==> config.mk <==
export PLATFORM = sky130hd
export DESIGN_NAME = rgb_block_sad_best_match_core_flat
export DESIGN_NICKNAME = d
export VERILOG_FILES = /design/src/hdl/sadbm_pkg.sv /design/src/hdl/sadbm_if.sv /design/src/hdl/sadbm_lane.sv /design/src/hdl/sadbm_merge.sv /design/src/hdl/rgb_block_sad_best_match_core.sv /design/src/flat_wrapper.sv
export SDC_FILE = /design/constraint.sdc
export NUM_CORES = 1
export LEC_CHECK = 0
export ABC_CLOCK_PERIOD_IN_PS = 8920
export BUFFER_PORTS_ARGS = -buffer_cell sky130_fd_sc_hd__buf_2
export CORE_ASPECT_RATIO = 0.7
export CORE_MARGIN = 2
export CORE_UTILIZATION = 63
export DETAILED_ROUTE_END_ITERATION = 8
export PLACE_DENSITY_LB_ADDON = 0.3
export SLEW_MARGIN = 20
export SYNTH_ARGS = -nofsm -noshare
export SYNTH_HDL_FRONTEND = slang
export SYNTH_SLANG_ARGS = --single-unit
==> constraint.sdc <==
create_clock -name i_clk -period 8.92 [get_ports i_clk]
set_input_delay 0.446 -clock i_clk [delete_from_list [all_inputs] [get_ports i_clk]]
set_output_delay 0.446 -clock i_clk [all_outputs]
set_load 0.02 [all_outputs]
==> src/hdl/sadbm_pkg.sv <==
// Shared widths, constants and types for the RGB tile SAD best-match search.
package sadbm_pkg;

    // Tile geometry
    localparam int TILE_WIDTH  = 16;
    localparam int TILE_HEIGHT = 16;

    // Field widths
    localparam int PIX_W      = 8;
    localparam int POS_W      = 12;
    localparam int SAD_W      = 18;
    localparam int PIX_SUM_W  = PIX_W + 2;

    // Saturation ceiling of the accumulator
    localparam logic [SAD_W-1:0] SAD_LIMIT = {SAD_W{1'b1}};

    // Sum above any real tile sum; clamped to the accumulator range
    localparam longint NO_MATCH_RAW = longint'(TILE_WIDTH) * longint'(TILE_HEIGHT)
                                      * 765 + 1;
    localparam logic [SAD_W-1:0] NO_MATCH =
        (NO_MATCH_RAW > longint'(SAD_LIMIT)) ? SAD_LIMIT : SAD_W'(NO_MATCH_RAW);

    // Position and markers of one pixel pair, carried alongside the lane results
    typedef struct packed {
        logic [POS_W-1:0] row;
        logic [POS_W-1:0] col;
        logic             tile_end;
        logic             search_end;
    } t_ctrl;

endpackage

==> src/hdl/sadbm_if.sv <==
// Valid/ready channels for pixel pairs in and best-match results out.
interface sadbm_in_if;
    logic                        valid;
    logic                        ready;
    logic [sadbm_pkg::PIX_W-1:0] target_red;
    logic [sadbm_pkg::PIX_W-1:0] target_green;
    logic [sadbm_pkg::PIX_W-1:0] target_blue;
    logic [sadbm_pkg::PIX_W-1:0] cand_red;
    logic [sadbm_pkg::PIX_W-1:0] cand_green;
    logic [sadbm_pkg::PIX_W-1:0] cand_blue;
    logic [sadbm_pkg::POS_W-1:0] cand_row;
    logic [sadbm_pkg::POS_W-1:0] cand_col;
    logic                        tile_end;
    logic                        search_end;

    modport source (
        output valid, target_red, target_green, target_blue,
               cand_red, cand_green, cand_blue, cand_row, cand_col,
               tile_end, search_end,
        input  ready
    );
    modport sink (
        input  valid, target_red, target_green, target_blue,
               cand_red, cand_green, cand_blue, cand_row, cand_col,
               tile_end, search_end,
        output ready
    );
endinterface

interface sadbm_out_if;
    logic                        valid;
    logic                        ready;
    logic [sadbm_pkg::POS_W-1:0] best_row;
    logic [sadbm_pkg::POS_W-1:0] best_col;
    logic [sadbm_pkg::SAD_W-1:0] best_sad;

    modport source (
        output valid, best_row, best_col, best_sad,
        input  ready
    );
    modport sink (
        input  valid, best_row, best_col, best_sad,
        output ready
    );
endinterface

==> src/hdl/sadbm_lane.sv <==
// One color lane: registered absolute difference of a target and a candidate byte.
module sadbm_lane (
    input  logic                        i_clk,
    input  logic                        i_load,
    input  logic [sadbm_pkg::PIX_W-1:0] i_target,
    input  logic [sadbm_pkg::PIX_W-1:0] i_cand,
    output logic [sadbm_pkg::PIX_W-1:0] o_diff
);

    logic [sadbm_pkg::PIX_W-1:0] r_diff;
    logic [sadbm_pkg::PIX_W-1:0] n_diff;

    // Subtract the smaller byte from the larger
    always_comb begin
        if (i_target > i_cand) begin
            n_diff = i_target - i_cand;
        end else begin
            n_diff = i_cand - i_target;
        end
    end

    // Capture on each accepted transfer
    always_ff @(posedge i_clk) begin
        if (i_load) begin
            r_diff <= n_diff;
        end
    end

    assign o_diff = r_diff;

endmodule

==> src/hdl/sadbm_merge.sv <==
// Merge stage: sums the lane differences, accumulates per tile, keeps the best
// candidate and holds the result register.
module sadbm_merge (
    input  logic                        i_clk,
    input  logic                        i_rst_n,
    input  logic                        i_take,
    input  logic [sadbm_pkg::PIX_W-1:0] i_diff_red,
    input  logic [sadbm_pkg::PIX_W-1:0] i_diff_green,
    input  logic [sadbm_pkg::PIX_W-1:0] i_diff_blue,
    input  sadbm_pkg::t_ctrl            i_ctrl,
    output logic                        o_free,
    sadbm_out_if.source                 o_res
);

    logic [sadbm_pkg::SAD_W-1:0]     r_running;
    logic [sadbm_pkg::SAD_W-1:0]     r_min_sad;
    logic [sadbm_pkg::POS_W-1:0]     r_min_row;
    logic [sadbm_pkg::POS_W-1:0]     r_min_col;
    logic                            r_out_vld;
    logic [sadbm_pkg::POS_W-1:0]     r_best_row;
    logic [sadbm_pkg::POS_W-1:0]     r_best_col;
    logic [sadbm_pkg::SAD_W-1:0]     r_best_sad;

    logic [sadbm_pkg::PIX_SUM_W-1:0] pix_sum;
    logic [sadbm_pkg::SAD_W:0]       wide_sum;
    logic [sadbm_pkg::SAD_W-1:0]     tile_sum;
    logic                            better;
    logic [sadbm_pkg::SAD_W-1:0]     n_min_sad;
    logic [sadbm_pkg::POS_W-1:0]     n_min_row;
    logic [sadbm_pkg::POS_W-1:0]     n_min_col;

    // Combine the three lanes and add to the running sum, saturating
    always_comb begin
        pix_sum  = sadbm_pkg::PIX_SUM_W'(i_diff_red)
                 + sadbm_pkg::PIX_SUM_W'(i_diff_green)
                 + sadbm_pkg::PIX_SUM_W'(i_diff_blue);
        wide_sum = {1'b0, r_running} + (sadbm_pkg::SAD_W + 1)'(pix_sum);
        if (wide_sum > {1'b0, sadbm_pkg::SAD_LIMIT}) begin
            tile_sum = sadbm_pkg::SAD_LIMIT;
        end else begin
            tile_sum = wide_sum[sadbm_pkg::SAD_W-1:0];
        end
    end

    // Compare at tile end; a tie keeps the earlier candidate
    always_comb begin
        better    = i_ctrl.tile_end && (tile_sum < r_min_sad);
        n_min_sad = better ? tile_sum   : r_min_sad;
        n_min_row = better ? i_ctrl.row : r_min_row;
        n_min_col = better ? i_ctrl.col : r_min_col;
    end

    // Advance the search state on each taken pair; restart after a search end
    always_ff @(posedge i_clk) begin
        if (!i_rst_n) begin
            r_running <= '0;
            r_min_sad <= sadbm_pkg::NO_MATCH;
            r_min_row <= '0;
            r_min_col <= '0;
        end else if (i_take) begin
            if (i_ctrl.search_end) begin
                r_running <= '0;
                r_min_sad <= sadbm_pkg::NO_MATCH;
                r_min_row <= '0;
                r_min_col <= '0;
            end else begin
                r_running <= i_ctrl.tile_end ? '0 : tile_sum;
                r_min_sad <= n_min_sad;
                r_min_row <= n_min_row;
                r_min_col <= n_min_col;
            end
        end
    end

    // Hold the result until the sink takes it
    always_ff @(posedge i_clk) begin
        if (!i_rst_n) begin
            r_out_vld <= 1'b0;
        end else if (i_take && i_ctrl.search_end) begin
            r_out_vld <= 1'b1;
        end else if (o_res.ready) begin
            r_out_vld <= 1'b0;
        end
    end

    always_ff @(posedge i_clk) begin
        if (i_take && i_ctrl.search_end) begin
            r_best_row <= n_min_row;
            r_best_col <= n_min_col;
            r_best_sad <= n_min_sad;
        end
    end

    assign o_free         = !r_out_vld || o_res.ready;
    assign o_res.valid    = r_out_vld;
    assign o_res.best_row = r_best_row;
    assign o_res.best_col = r_best_col;
    assign o_res.best_sad = r_best_sad;

endmodule

==> src/hdl/rgb_block_sad_best_match_core.sv <==
// Top level of the RGB tile SAD best-match search: lanes, lane register and merge.
//
//  Channel   Dir  Carries                                       Transfer
//  i_pix     in   target/cand RGB, cand_row/col, tile/search    valid & ready
//  o_best    out  best_row, best_col, best_sad                  valid & ready
//
// One pixel pair is taken every cycle unless i_pix stalls; the red, green and blue lanes register
// their differences, and the merge stage accumulates and compares on the registered differences.
// A result is held in the merge result register once the search-end pair leaves the lane register.
// i_rst_n is synchronous, active low; it clears the search and empties the stages.
// i_pix stalls only when a search-end pair waits behind an untaken result.
module rgb_block_sad_best_match_core (
    input  logic        i_clk,
    input  logic        i_rst_n,
    sadbm_in_if.sink    i_pix,
    sadbm_out_if.source o_best
);

    logic                        r_s1_vld;
    sadbm_pkg::t_ctrl            r_s1_ctrl;

    logic                        load;
    logic                        s1_take;
    logic                        out_free;
    logic [sadbm_pkg::PIX_W-1:0] diff_red;
    logic [sadbm_pkg::PIX_W-1:0] diff_green;
    logic [sadbm_pkg::PIX_W-1:0] diff_blue;

    // Pass the lane stage on unless a result would overrun the output register
    assign s1_take     = r_s1_vld && (!r_s1_ctrl.search_end || out_free);
    assign i_pix.ready = !r_s1_vld || s1_take;
    assign load        = i_pix.valid && i_pix.ready;

    always_ff @(posedge i_clk) begin
        if (!i_rst_n) begin
            r_s1_vld <= 1'b0;
        end else if (load) begin
            r_s1_vld <= 1'b1;
        end else if (s1_take) begin
            r_s1_vld <= 1'b0;
        end
    end

    // Capture position and markers alongside the lane results
    always_ff @(posedge i_clk) begin
        if (load) begin
            r_s1_ctrl.row        <= i_pix.cand_row;
            r_s1_ctrl.col        <= i_pix.cand_col;
            r_s1_ctrl.tile_end   <= i_pix.tile_end;
            r_s1_ctrl.search_end <= i_pix.search_end;
        end
    end

    sadbm_lane u_lane_red (
        .i_clk    (i_clk),
        .i_load   (load),
        .i_target (i_pix.target_red),
        .i_cand   (i_pix.cand_red),
        .o_diff   (diff_red)
    );

    sadbm_lane u_lane_green (
        .i_clk    (i_clk),
        .i_load   (load),
        .i_target (i_pix.target_green),
        .i_cand   (i_pix.cand_green),
        .o_diff   (diff_green)
    );

    sadbm_lane u_lane_blue (
        .i_clk    (i_clk),
        .i_load   (load),
        .i_target (i_pix.target_blue),
        .i_cand   (i_pix.cand_blue),
        .o_diff   (diff_blue)
    );

    sadbm_merge u_merge (
        .i_clk        (i_clk),
        .i_rst_n      (i_rst_n),
        .i_take       (s1_take),
        .i_diff_red   (diff_red),
        .i_diff_green (diff_green),
        .i_diff_blue  (diff_blue),
        .i_ctrl       (r_s1_ctrl),
        .o_free       (out_free),
        .o_res        (o_best)
    );

endmodule

==> src/flat_wrapper.sv <==
// flat-port wrapper written by rule: the top's interface ports become plain ports
module rgb_block_sad_best_match_core_flat 
  (i_clk, i_rst_n, i_pix_valid, i_pix_target_red, i_pix_target_green, i_pix_target_blue, i_pix_cand_red, i_pix_cand_green, i_pix_cand_blue, i_pix_cand_row, i_pix_cand_col, i_pix_tile_end, i_pix_search_end, i_pix_ready, o_best_valid, o_best_best_row, o_best_best_col, o_best_best_sad, o_best_ready);
  sadbm_in_if i_pix_i ();
  sadbm_out_if o_best_i ();
  input  logic i_clk;
  input  logic i_rst_n;
  input wire logic [$bits(i_pix_i.valid)-1:0] i_pix_valid;
  input wire logic [$bits(i_pix_i.target_red)-1:0] i_pix_target_red;
  input wire logic [$bits(i_pix_i.target_green)-1:0] i_pix_target_green;
  input wire logic [$bits(i_pix_i.target_blue)-1:0] i_pix_target_blue;
  input wire logic [$bits(i_pix_i.cand_red)-1:0] i_pix_cand_red;
  input wire logic [$bits(i_pix_i.cand_green)-1:0] i_pix_cand_green;
  input wire logic [$bits(i_pix_i.cand_blue)-1:0] i_pix_cand_blue;
  input wire logic [$bits(i_pix_i.cand_row)-1:0] i_pix_cand_row;
  input wire logic [$bits(i_pix_i.cand_col)-1:0] i_pix_cand_col;
  input wire logic [$bits(i_pix_i.tile_end)-1:0] i_pix_tile_end;
  input wire logic [$bits(i_pix_i.search_end)-1:0] i_pix_search_end;
  output wire logic [$bits(i_pix_i.ready)-1:0] i_pix_ready;
  output wire logic [$bits(o_best_i.valid)-1:0] o_best_valid;
  output wire logic [$bits(o_best_i.best_row)-1:0] o_best_best_row;
  output wire logic [$bits(o_best_i.best_col)-1:0] o_best_best_col;
  output wire logic [$bits(o_best_i.best_sad)-1:0] o_best_best_sad;
  input wire logic [$bits(o_best_i.ready)-1:0] o_best_ready;
  assign i_pix_i.valid = i_pix_valid;
  assign i_pix_i.target_red = i_pix_target_red;
  assign i_pix_i.target_green = i_pix_target_green;
  assign i_pix_i.target_blue = i_pix_target_blue;
  assign i_pix_i.cand_red = i_pix_cand_red;
  assign i_pix_i.cand_green = i_pix_cand_green;
  assign i_pix_i.cand_blue = i_pix_cand_blue;
  assign i_pix_i.cand_row = i_pix_cand_row;
  assign i_pix_i.cand_col = i_pix_cand_col;
  assign i_pix_i.tile_end = i_pix_tile_end;
  assign i_pix_i.search_end = i_pix_search_end;
  assign i_pix_ready = i_pix_i.ready;
  assign o_best_valid = o_best_i.valid;
  assign o_best_best_row = o_best_i.best_row;
  assign o_best_best_col = o_best_i.best_col;
  assign o_best_best_sad = o_best_i.best_sad;
  assign o_best_i.ready = o_best_ready;
  rgb_block_sad_best_match_core u_core (.i_clk(i_clk), .i_rst_n(i_rst_n), .i_pix(i_pix_i), .o_best(o_best_i));
endmodule
==> results of run 1 <==
routing by layer:
layer  track usage  routed length (microns)  part of all wire  up-vias
li1              -                        -                 -     3373
met1        0.3599                     8915              0.48     3166
met2        0.3771                     8182              0.44      238
met3       0.06245                     1358             0.073       17
met4       0.06731                      229             0.012        0
met5             0                        0                 0        -
cells in the final DEF, fill, tap and decap left out, drive strengths merged, types with 11 or more instances in the layout:
cell type    n
a21o        15
a21oi       46
a22o        33
a22oi       16
buf        127
clkbuf      19
dfxtp       62
edfxtp      92
ha          89
inv         97
mux2        29
mux2i       24
nand2       43
nand2b      11
nand3       14
nand4       13
nor2        41
nor2b       22
nor3        12
o21ai       50
xnor2       25
worst paths after layout:
path,startpoint,to,slack (ns),depth (start not counted)
max,u_core.u_lane_red.o_diff[1],u_core.u_merge.r_min_sad[10],1.52,28
min,i_pix_cand_col[7],u_core.r_s1_ctrl[9],0.19,1
max reg2reg,u_core.u_lane_red.o_diff[1],u_core.u_merge.r_min_sad[10],1.52,28
min reg2reg,u_core.u_merge.r_min_col[1],u_core.u_merge.r_min_col[1],0.48,1
final cells by class:
cell class                 instances  area, sq um
clock buffer                      19        454.2
clock inverter                    12        111.4
fill                             954         3551
inverter                          92        345.3
multi-input combinational        593         4654
sequential                       154         4004
tap                              190        237.7
timing repair buffer             127        650.6
report_power, final:
group	leakage [nW]	switching [mW]	internal (mW)
combinational	3.06	0.604	0.421
sequential	1.39	0.0213	0.815
clock	0.285	0.285	0.402
critical path, delay by kind of cell, from the launching register on:
family,cells,cell delay (ns)
compound gates,14,3.35
xor+xnor,2,0.30
fa+ha+maj,4,1.15
buf+inv,2,0.67
flops,1,0.41
simple gates,6,1.33
registers in the layout, summed over array words and instances, names as in the netlist:
register	count
u_core.u_merge.o_res.valid	1
u_core.u_merge.r_min_sad	18
u_core.u_merge.o_res.best_sad	18
u_core.u_lane_red.o_diff	8
u_core.r_s1_vld	1
u_core.u_lane_blue.o_diff	8
u_core.u_lane_green.o_diff	8
u_core.r_s1_ctrl	26
u_core.u_merge.r_min_row	12
u_core.u_merge.o_res.best_col	12
u_core.u_merge.r_min_col	12
u_core.u_merge.o_res.best_row	12
u_core.u_merge.r_running	18
metrics by stage:
step                  util  power (mW)
finish              0.7465       2.547
global route        0.7465       2.709
CTS                 0.7465       2.542
detailed placement  0.7061       1.830
global placement    0.7061       1.809
floorplan                -       1.605
logic make-up (layout without fill, tap and decap cells):
| logic type | Yosys count | in the layout | synth area share |
|---|---|---|---|
| AO/OA/AOI/OAI | 222 | 222 | 0.1662 |
| XOR/XNOR | 34 | 34 | 0.03266 |
| adder cells (fa/ha/maj) | 98 | 98 | 0.1419 |
| buffers and inverters | 121 | 250 | 0.05241 |
| flip-flops | 154 | 154 | 0.4391 |
| multiplexers | 53 | 53 | 0.06216 |
| AND/OR/NAND/NOR | 186 | 186 | 0.1057 |
==> flow_summary_export.csv, run 1 <==
group,metric,value,unit
power,powerDensity,243.6,nW/um^2
finish,instances_no_fill,1187,
power,p_leak,4.734,nW
cts,htreeDepth,4,
route,finalWirelength,18690,microns
synthesis,async_reset_ff_frac,0,
critical_path,path_max_fanout,62,
timing,fin_tns_setup,0,ns
route,drt_iter0_markers,414,
floorplanning,die_area,15470,sq um
synthesis,ys_warn_count,0,
route,vias,6794,
hold_path,min_path_type,"in -> reg",
place,numPortBuffers,121,
place,gp_congestion,0.9047,
route,viasPerCell,5.724,
cts,cts-hold-fix-buffers,0,
place,place_ws,1.708,ns
critical_path,required,9.19,ns
status,status,"finished, final reports clean",
timing,max_slew_margin,0.4182,
place,dp_hpwl,13240,microns
finish,fin_area,10460,sq um
critical_path,worstSetupPathType,"reg -> reg",
cts,insertion_delay,0.42,ns
floorplanning,fp-row-count,36,
grt,grt_pass1_vias,6319,
synthesis,synth_seq_area_share,0.4391,
synthesis,syn-mean-instance-area,10.51,sq um
synthesis,synth_nets,1044,
cts,cts_buffers,17,
timing,drv_slew,0,
critical_path,arrival,7.66,ns
critical_path,cp_slowest_cell,"o211a_2",
finish,final_nets,1161,
timing,worst_pin_slew,0.8727,ns
synthesis,ys_types,60,
timing,skew,0.01044,ns
timing,period_share,0.8292,
cts,cts_resized,0,
timing,hold_violations,0,
grt,antenna_found_initial,0,
cts,post_cts_buffers,0,
cts,clk_pin_slew,0.06,ns
timing,setup_viol,0,
cts,clock-sinks,154,
finish,layout-drive-gt1-share,0.1976,
route,drcViolationCount,0,
cts,cts_buffer_depth,2,
finish,synthToLayoutAreaGrowth,14.68,%
floorplanning,core_area,14010,sq um
synthesis,yosysTopAreaCellShare,0.3030,
route,firstDrtPassIters,5,
synthesis,synth_area,9119,sq um
critical_path,max_stage_delay,0.85,ns
synthesis,ys_top_cells_by_count,"92 x edfxtp_1, 92 x inv_1, 89 x ha_1",
grt,grt_max_degree,63,
timing,fin_hold_ws,0.1946,ns
finish,diodes,0,
synthesis,synth_top_area_cell,"edfxtp_1",
grt,grt_pass1_wl,30770,microns
synthesis,ys.flop_type,"edfxtp_1",
cts,cts_tree,"yes",
route,avgRoutedWirePerCell,15.74,microns
floorplanning,die_y,104.7,microns
grt,overflow,0,
route,final_antenna_net_count,0,
cts,cts_root_buffer,"clkbuf_16",
grt,grt_usage,0.2496,
synthesis,syn_inst,868,
floorplanning,die_w,147.8,microns
place,dp.cells,1156,
synthesis,synth_edf_count,92,
synthesis,ys_ff_latch,154,
timing,period_minus_slack,7.396,ns
place,dpl_cell_area,9892,sq um
synthesis,yosys-top-cells-area,"edfxtp_1 30%, dfxtp_1 14%, ha_1 12%",
timing,rsz0062_at_grt,"false",
job,cap_violations,0,
critical_path,end_kind,"register",
floorplanning,io_pins,122,
floorplanning,start_util,0.6509,
timing,timing.final.ws_setup,1.524,ns
timing,max_freq,0.1352,GHz
power,vdd_drop_max,0.2103,mV
critical_path,startpoint_type,"register",
Note: power is estimated with default switching activity, not from simulation.
==> run 2, diff against run 1 <==
- ABC_CLOCK_PERIOD_IN_PS: 8920 -> 6500
- CORE_UTILIZATION: 63 -> 53
- clock period: 8.92 -> 6.5 ns (I/O delays scaled with it)
==> run 2 against run 1 <==
Net effect:
- register-to-register slack lost 1.2 ns
- combinational power up 53%
- fmax grew 21%
- clock skew decreased by 0.00080 ns
- routed wire length increased by 1.6%
- clock power rose by 39%
- cell count up 5.1%
- first-iteration DRC count rose by 12%
==> flow_summary_export.csv, run 2 (synthesized netlist as in run 1, its figures left out) <==
group,metric,value,unit
timing,max_slew_margin,0.5139,
grt,antenna_found_initial,0,
status,status,"finished, final reports clean",
grt,overflow,0,
critical_path,required,6.87,ns
route,drt_iter0_markers,464,
finish,final_common_cell,"buf_2",
timing,period_minus_slack,6.130,ns
floorplanning,die_y,113.7,microns
place,dp_hpwl,13620,microns
place,gp_congestion,0.8843,
critical_path,worst-path-buf-inv,5,
floorplanning,io_pins,122,
finish,regArea,4004,sq um
floorplanning,die_w,160.8,microns
route,finalWirelength,18980,microns
critical_path,arrival,6.50,ns
grt,grt_pass1_vias,6333,
finish,largest_reg_flops,26,
timing,setup_viol,0,
finish,fillers,1362,
finish,regMostFlops,"u_core.r_s1_ctrl",
place,numPortBuffers,121,
cts,cts_tree,"yes",
timing,period_share,0.9430,
cts,insertion_delay,0.43,ns
floorplanning,fp-row-count,40,
power,power.total,3.662,mW
timing,max_freq,0.1631,GHz
finish,fin_util,0.6367,
power,p_leak,4.847,nW
finish,layout-drive-gt1-share,0.2343,
finish,final_cell_mix,"121 x buf_2, 92 x inv_1, 92 x edfxtp_1, 89 x ha_1, 62 x dfxtp_1",
route,final_antenna_net_count,0,
timing,skew,0.009638,ns
timing,hold_violations,0,
critical_path,end_kind,"register",
cts,clk_pin_slew,0.06,ns
floorplanning,start_util,0.5359,
route,drcViolationCount,0,
hold_path,min_path_type,"in -> reg",
route,viasPerCell,5.476,
power,vdd_drop_max,0.2489,mV
critical_path,path_max_fanout,18,
power,powerDensity,338.0,nW/um^2
cts,clock-sinks,154,
route,avgRoutedWirePerCell,15.22,microns
floorplanning,die_area,18290,sq um
finish,final_nets,1180,
route,firstDrtPassIters,6,
critical_path,cp_slowest_cell,"edfxtp_1",
grt,grt_usage,0.2161,
critical_path,cp_top_family,"simple AND/OR/NAND/NOR gates",
cts,cts_root_buffer,"clkbuf_16",
critical_path,max_stage_delay,0.40,ns
timing,drv_slew,0,
critical_path,worstSetupPathType,"reg -> reg",
finish,synthToLayoutAreaGrowth,18.81,%
finish,multi_input_comb_area,4765,sq um
job,cap_violations,0,
critical_path,startpoint_type,"register",
floorplanning,core_area,17020,sq um
timing,worst_pin_slew,0.7273,ns
grt,grt_pass1_wl,31440,microns
finish,diodes,0,
cts,htreeDepth,4,
route,vias,6828,
cts,cts_buffer_depth,2,
critical_path,cpMostUsedCell,"ha_1",
grt,grt_max_degree,50,
cts,cts_buffers,17,
[run 2: cell count changes in the layout (fill, tap and decap cells not counted), moves of 4 or more]
cell / change
a21oi_1: -6
a21oi_2: +6
buf_4: +13
clkinv_2: -4
o21ai_0: -8
o21ai_2: +4
[run 2: stage by stage]
step           std cells  hold slack, ns  setup WS (ns)  cell area (sq um)  setup TNS [ns]
2_1_floorplan        868          0.4239         0.4187               9119               0
3_3_place_gp        1211          0.4507        0.01794              10070               0
3_5_place_dp        1211          0.4502        -0.1991              10070          -6.930
4_1_cts             1243         0.05212       0.001674              10700               0
5_1_grt             1247         0.05140       -0.04615              10830         -0.4804
6_report            1247         0.06808         0.3704              10830               0
[run 2: worst register-to-register path: cells and delay by family (launching register included)]
kind | cells | cell delay (ns)
compound gates | 11 | 1.62
xor+xnor | 2 | 0.31
fa+ha+maj | 4 | 1.22
buf+inv | 5 | 0.71
flops | 1 | 0.40
mux | 1 | 0.09
simple gates | 9 | 1.73
[run 2: repair_timing]
action	in CTS	in global routing
gates cloned	1	0
pin swaps	3	8
resized for setup	6	34
endpoints found under the setup margin	67	84
setup buffers	0	4
hold buffers	0	0
[run 2: power breakdown]
group	switching [mW]	internal (mW)
Clock	0.400	0.551
Combinational	0.872	0.693
Sequential	0.0283	1.12
Total	1.30	2.36
[run 2: layout make-up]
cell class                      count  area share
Tap cell                          231     0.02668
Multi-Input combinational cell    593      0.4398
Timing Repair Buffer              146     0.07957
Clock inverter                     11     0.01039
Inverter                           92     0.03187
Sequential cell                   154      0.3696
Clock buffer                       20     0.04215
[run 2: worst paths after layout]
| check | slack, ns | cells after the start | start | to |
|---|---|---|---|---|
| hold / removal | 0.07 | 1 | i_pix_search_end | u_core.r_s1_ctrl[0] |
| setup / recovery | 0.37 | 32 | u_core.u_lane_green.o_diff[1] | u_core.u_merge.r_min_row[4] |
| setup reg to reg | 0.37 | 32 | u_core.u_lane_green.o_diff[1] | u_core.u_merge.r_min_row[4] |
| hold reg to reg | 0.47 | 1 | u_core.u_merge.r_min_row[6] | u_core.u_merge.r_min_row[6] |
[run 2: metal layers]
layer,share of wire,vias up,global-route usage
met3,0.063,23,0.04291
met2,0.41,228,0.3098
met1,0.51,3162,0.3269
li1,-,3415,-
met4,0.015,0,0.07440
met5,0,-,0
